## config.mk

```make
export PLATFORM = sky130hd
export DESIGN_NAME = crim_cell
export DESIGN_NICKNAME = d
export VERILOG_FILES = /design/src/crim_pkg.sv /design/src/crim_cell.sv
export SDC_FILE = /design/constraint.sdc
export NUM_CORES = 1
export LEC_CHECK = 0
export ABC_AREA = 1
export BUFFER_PORTS_ARGS = -buffer_cell sky130_fd_sc_hd__buf_4
export CORE_AREA = 2 2 224 226
export CTS_CLUSTER_SIZE = 24
export DETAILED_ROUTE_END_ITERATION = 10
export DIE_AREA = 0 0 226 228
export HOLD_SLACK_MARGIN = 0.15
export PLACE_DENSITY_LB_ADDON = 0.2
export SLEW_MARGIN = 30
export SYNTH_ARGS = -nofsm -noshare
export SYNTH_HDL_FRONTEND = slang
export SYNTH_SLANG_ARGS = --single-unit
export TNS_END_PERCENT = 30
```

## constraint.sdc

```tcl
create_clock -name clk -period 4 [get_ports clk]
set_input_delay 0.4 -clock clk [delete_from_list [all_inputs] [get_ports clk]]
set_output_delay 0.4 -clock clk [all_outputs]
set_load 0.03 [all_outputs]
```

## src/crim_pkg.sv

```systemverilog
package crim_pkg;

	localparam int ADDR_W         = 32;
	localparam int NUM_RANGES_DEF = 16;
	localparam int PLEN_W         = 6;
	localparam int HELD_W         = 5;
	localparam int IN_DATA_W      = 72;
	localparam int OUT_DATA_W     = 104;

	localparam logic [1:0] FUNC_CLEAR   = 2'd0;
	localparam logic [1:0] FUNC_APPEND  = 2'd1;
	localparam logic [1:0] FUNC_LOOKUP  = 2'd2;
	localparam logic [1:0] FUNC_REVERSE = 2'd3;

	localparam logic [1:0] STAT_OK         = 2'd0;
	localparam logic [1:0] STAT_NOT_FOUND  = 2'd1;
	localparam logic [1:0] STAT_BAD_PREFIX = 2'd2;
	localparam logic [1:0] STAT_FULL       = 2'd3;

	localparam logic [ADDR_W-1:0] ALL_ONES = '1;

	typedef struct packed {
		logic              en;
		logic [ADDR_W-1:0] low;
		logic [ADDR_W-1:0] high;
		logic [ADDR_W-1:0] span;
	} crim_wr_t;

	// acc: addr plus passed spans for a lookup, passed spans for a reverse walk
	typedef struct packed {
		logic [1:0]        func;
		logic [1:0]        stat;
		logic [ADDR_W-1:0] addr;
		logic [ADDR_W-1:0] pos;
		logic [ADDR_W-1:0] acc;
		logic [ADDR_W-1:0] dpos;
		logic [ADDR_W-1:0] total;
		logic [ADDR_W-1:0] idx;
		logic [ADDR_W-1:0] aval;
		logic              done;
		logic              found;
		logic              member;
	} crim_tok_t;

endpackage

```

## src/crim_cell.sv

```systemverilog
module crim_cell #(
	parameter int NUM_RANGES = crim_pkg::NUM_RANGES_DEF,
	parameter int IDX        = 0
) (
	input  logic                               clk,
	input  logic                               arst_n,
	input  logic [$clog2(NUM_RANGES+1)-1:0]    count,
	input  logic [$clog2(NUM_RANGES+1)-1:0]    wr_idx,
	input  crim_pkg::crim_wr_t                 wr,
	input  logic                               tok_valid_in,
	input  crim_pkg::crim_tok_t                tok_in,
	output logic                               tok_valid_out,
	output crim_pkg::crim_tok_t                tok_out
);
	import crim_pkg::*;

	localparam int CW = $clog2(NUM_RANGES+1);

	logic [ADDR_W-1:0] low_q;
	logic [ADDR_W-1:0] high_q;
	logic [ADDR_W-1:0] span_q;
	logic              valid_s1;
	crim_tok_t         tok_s1;
	crim_tok_t         nxt;
	logic              active;
	logic              in_rng;
	logic [ADDR_W-1:0] rsum;

	assign active = CW'(IDX) < count;

	always_ff @(posedge clk) begin
		if (wr.en && wr_idx == CW'(IDX)) begin
			low_q  <= wr.low;
			high_q <= wr.high;
			span_q <= wr.span;
		end
	end

	always_comb begin
		nxt    = tok_in;
		in_rng = (tok_in.addr >= low_q) && (tok_in.addr <= high_q);
		rsum   = tok_in.acc + span_q;
		if (active) begin
			nxt.total = tok_in.total + span_q;
			if (in_rng) begin
				nxt.member = 1'b1;
			end
			if (!tok_in.done) begin
				case (tok_in.func)
					FUNC_LOOKUP: begin
						if (in_rng) begin
							nxt.found = 1'b1;
							nxt.idx   = tok_in.acc - low_q;
							nxt.done  = 1'b1;
						end else if (tok_in.addr > high_q) begin
							nxt.acc = rsum;
						end else begin
							nxt.done = 1'b1;
						end
					end
					FUNC_REVERSE: begin
						if (tok_in.pos < rsum) begin
							nxt.aval  = low_q + tok_in.dpos;
							nxt.found = 1'b1;
							nxt.done  = 1'b1;
						end else begin
							nxt.acc  = rsum;
							nxt.dpos = tok_in.dpos - span_q;
						end
					end
					default: begin
					end
				endcase
			end
		end
	end

	always_ff @(posedge clk or negedge arst_n) begin
		if (!arst_n) begin
			valid_s1 <= 1'b0;
		end else begin
			valid_s1 <= tok_valid_in;
		end
	end

	always_ff @(posedge clk) begin
		if (tok_valid_in) begin
			tok_s1 <= nxt;
		end
	end

	assign tok_valid_out = valid_s1;
	assign tok_out       = tok_s1;

endmodule
```

==> results by stage <==
Status:
- The flow ran to the end, and the final reports show no timing, DRC or antenna violations.

Flow run:
- The number of max-cap violations is 0.

Setup path:
- The worst setup path is launched from a register.
- STA puts the critical path data arrival time at 4.30 ns.
- Among all stages on the critical path, the largest delay is contributed by edfxtp_1.
- The most numerous cell type found on the critical path is nand2_1.
- The type of destination of the critical path is a register.
- Traced cell by cell, the critical path runs through ha_4 -> buf_4 -> nand2_1 -> inv_1 -> a21oi_2 -> nor2_1 -> nor2_1 -> nand2_2 -> nand2_4 -> nand2_2 -> xnor2_2 -> ha_1 -> nand2_1 -> buf_4 -> nor4_4 -> nand2_4 -> nand2_8 -> nand2_8 -> nor2_4 -> buf_12 -> nand2_1 -> o21ai_2 -> inv_1.
- The top fanout value on the critical path is 7.
- The number of buffers and inverters on the critical path is 5.
- The critical path is of the register to register type.
- The kind of cell with the highest combined delay along the critical path is simple AND/OR/NAND/NOR gates.
- The maximum cell stage delay along the critical path is between 0.5 and 0.6 ns.
- The required time of the worst setup path is 4.32 ns.

GRT:
- The first global-routing pass estimated 152700 um of wire.
- Global routing consumed, over all layers together, 39.77% of the routing resources.
- The initial antenna violation count is 9.
- The pin count of the biggest net entering global routing is 97.
- The via count of the first global-routing pass is 25660.
- Global routing finished with a remaining overflow of 0.

Pwr:
- The relative contribution of the clock network to total power is 33.1%.
- In this run, the combinational gates consume 28.9% of the power.
- The maximum ir drop on the vdd rail is 0.3553 mV.
- The internal power of the cells totals between 7 and 8 mW.
- In this run the power density over the cells is between 300 and 400 nW/um2.
- The overall power is 10.84 mW.
- The net switching component of the power is 3.426 mW.
- The switching part of the total power is 31.59%.
- The proportion of power drawn by flip-flops and latches is a little under two fifths.
- The leakage power figure is 16.49 nW.

Floorplanning:
- The die is 226 um wide.
- The area of the core is 49350 um2.
- The initial standard-cell utilization of the core is 49.00%.
- The die outline height is 228 um.
- The floorplan die area is ~52000 um2.
- The floorplan row count is approximately 80.
- The I/O pin count is between 500 and 600.

Layout:
- The number of standard cells in the final layout excluding fillers is 4655.
- The final-stage net count is 4544.
- The final-layout fill cell count is 3695.
- Cells with a size suffix above 1 make up between 20% and 30% of the layout.
- For this run, the share of the core covered by cells in the final layout is 70.48%.
- The signed area change from the synthesized netlist to the final layout is 43.82%.

Clock tree:
- The TritonCTS buffer count is 37.
- The H-tree depth is 2.
- TritonCTS built the clock tree.
- After clock tree synthesis, the clock-pin slew on the worst setup and hold paths is 0.06 ns.
- The longest clock path from root to sink contains 3 buffers.
- The later pin in the worst-skew pair is clocked with a latency of 0.57 ns.
- The root buffer cell is clkbuf_16.
- The number of clock sinks seen by CTS is between 300 and 400.

Logic synthesis:
- The post-synthesis instance total is just under 3000.
- The synthesized netlist contains 51 unique library cells.
- During synthesis, Yosys emitted a total of 0 warnings.
- After synthesis the cells add up to 24180 um2.
- The synthesized net count is 3547.
- The mean instance size in the synthesized netlist is 8.195 um2.
- The async set-or-reset flop fraction in the synthesized netlist is 0.3049%.
- The share of the yosys chip area belonging to registers is about two fifths.
- The number of flip-flops and latches in the synthesized netlist is 328.
- Of all cell types, the one taking the most synthesized area is edfxtp_1.
- Ranked by total cell area, the synthesized netlist is headed by edfxtp_1 41%, ha_1 13%, nand2_1 13%.
- The most instantiated flip-flop cell in the synthesis netlist is edfxtp_1.
- The area fraction of the dominant cell type after synthesis is slightly above 40%.
- After synthesis, the most frequently instantiated cells are 821 x nand2_1, 379 x inv_1, 327 x edfxtp_1, 250 x ha_1, 230 x a21oi_1.
- The number of flops mapped to enable cells by yosys is 327.
- By instance count, the leading cell after synthesis is nand2_1.

Routing:
- After detailed routing, the total wire length is 107000 um.
- In the final routed layout, each cell accounts on average for 22.98 um.
- The violation count after the first detailed-routing iteration is around 2800.
- The number of vias per cell after detailed routing is between 5 and 6.
- The total vias in the final route is 26430.
- For this run, the detailed router's first-pass iteration total came to 6.
- The count of nets left with antenna violations once routing finished came out at 0.
- The number of design rule violations left after detail routing is 0.

STA:
- Setup repair after global routing could not meet its margin everywhere.
- The worst clock skew on the final layout is between 0.015 and 0.02 ns.
- Based on the critical path, the design can be clocked at up to 0.2511 GHz.
- Setup violations remaining at the end of the flow were counted as 0.
- The measured slew at the worst slew-check pin is 0.8354 ns.
- The worst-case headroom to the max-slew limit is 44.31%.
- Subtracting the final worst setup slack from the clock period gives about 4 ns.
- The number of pins with negative max-slew slack in the final report is 0.
- The part of the cycle the worst path needs is 99.56%.
- The smallest hold slack is 0.1680 ns.
- For the final routed database, the setup TNS stands at 0 ns.
- The number of hold violations in the final report came to 0.

Hold path:
- In this run the worst hold path is classified as input port to register.

Place:
- Routability-driven placement finished with a final weighted congestion of 1.011.
- The number of placed instances, taps included, is 4318.
- The count of buffers added on input and output ports is approximately 570.
- The placed wire-length estimate is a little over 80000 um.
-- routing by layer --
| layer | share of wire, % | up-vias | routed length [um] | global-route usage (%) |
|---|---|---|---|---|
| met5 | 0.012 | - | 13 | 0 |
| met4 | 6.9 | 2 | 7370 | 22.23 |
| met3 | 9.2 | 423 | 9888 | 6.337 |
| met2 | 45 | 1703 | 48390 | 64.01 |
| met1 | 39 | 12290 | 41290 | 51.00 |
| li1 | - | 12000 | - | - |
-- worst register-to-register path, stage by stage (launching register included) --
cell	delay [ns]
edfxtp_1	0.53
ha_4	0.31
buf_4	0.13
nand2_1	0.12
inv_1	0.07
a21oi_2	0.16
nor2_1	0.05
nor2_1	0.16
nand2_2	0.10
nand2_4	0.08
nand2_2	0.06
xnor2_2	0.15
ha_1	0.29
nand2_1	0.09
buf_4	0.15
nor4_4	0.28
nand2_4	0.16
nand2_8	0.13
nand2_8	0.06
nor2_4	0.22
buf_12	0.17
nand2_1	0.08
o21ai_2	0.09
inv_1	0.07
-- kinds of logic after synthesis --
group | Yosys count | share of synthesized area [%]
AO/OA/AOI/OAI | 546 | 12.62
XOR/XNOR | 109 | 3.948
AND/OR/NAND/NOR | 1293 | 22.46
adder cells (fa/ha/maj) | 255 | 13.35
flip-flops | 328 | 40.71
buffers and inverters | 420 | 6.907
-- flip-flops by register name, summed over array words and instances, names as in the netlist --
signal         cells
tok_out          231
high_q            32
low_q             32
span_q            32
tok_valid_out      1
-- cell type report --
class | count | area, um2 | share of cell area (%)
multi-input cells | 2203 | 13220 | 38.02
flip-flops and latches | 328 | 9844 | 28.30
repair buffers | 991 | 8150 | 23.43
inverters | 387 | 1468 | 4.220
clock buffers | 47 | 1016 | 2.921
well taps | 672 | 840.8 | 2.417
clock inverters | 19 | 217.7 | 0.6259
diodes | 8 | 20.02 | 0.05756
-- final timing paths --
kind	slack, ns	depth (start not counted)	to	startpoint
max	0.02	23	tok_out[127]	span_q[9]
min	0.17	3	tok_out[75]	tok_in[75]
max reg2reg	0.02	23	tok_out[127]	span_q[9]
min reg2reg	0.90	4	tok_out[33]	low_q[30]
max in group asynchronous	3.20	3	tok_valid_out	arst_n
min in group asynchronous	0.70	3	tok_valid_out	arst_n
-- per-stage QoR --
stage | area, um2 | worst slack [ns]
6_report | 34780 | 0.01761
5_1_grt | 34780 | -0.1099
4_1_cts | 34060 | 0.002135
3_5_place_dp | 30390 | -0.1390
3_3_place_gp | 30390 | -0.08438
2_1_floorplan | 24190 | 0.3787
-- cells in the final DEF (no fill, tap or decap), types with 7 or more instances in the layout --
cell and n:
buf_4 748, nand2_4 7, ha_4 21, a21oi_2 16
inv_1 376, o21ai_0 125, inv_2 7, clkbuf_16 40
diode_2 8, nor2_1 214, nor2_2 8, clkbuf_1 7
o21bai_1 29, nand2_2 26, o21a_1 20, ha_1 226
dlygate4sd3_1 230, nor3_1 31, a21oi_1 213, o211ai_1 7
xnor2_1 60, a31oi_1 24, nand3_1 121, nand2_1 796
a21boi_0 8, edfxtp_1 327, or2_2 9, a21o_1 24
xor2_1 46, nand4_1 33, o21ai_1 52, o21ai_2 19
nand3b_1 15, clkinv_1 8
-- power by group through the flow --
| stage | combinational, mW | sequential (mW) | clock (mW) |
|---|---|---|---|
| final | 3.14 | 4.11 | 3.59 |
| after global routing | 3.32 | 4.12 | 3.73 |
| after CTS | 2.95 | 4.11 | 3.58 |
| after detailed placement | 2.74 | 4.17 | 0 |
| after global placement | 2.69 | 4.17 | 0 |
| after floorplan | 1.11 | 4.52 | 0 |
-- timing repair --
item                                    CTS  global route
cloned                                    0             1
hold buffers                            230             0
setup buffers                            10            22
gates resized for setup                   9           113
pin swaps                                 2            15
hold endpoints to repair                229             0
endpoints found under the setup margin   25            98
Note: power is estimated with default switching activity, not from simulation.
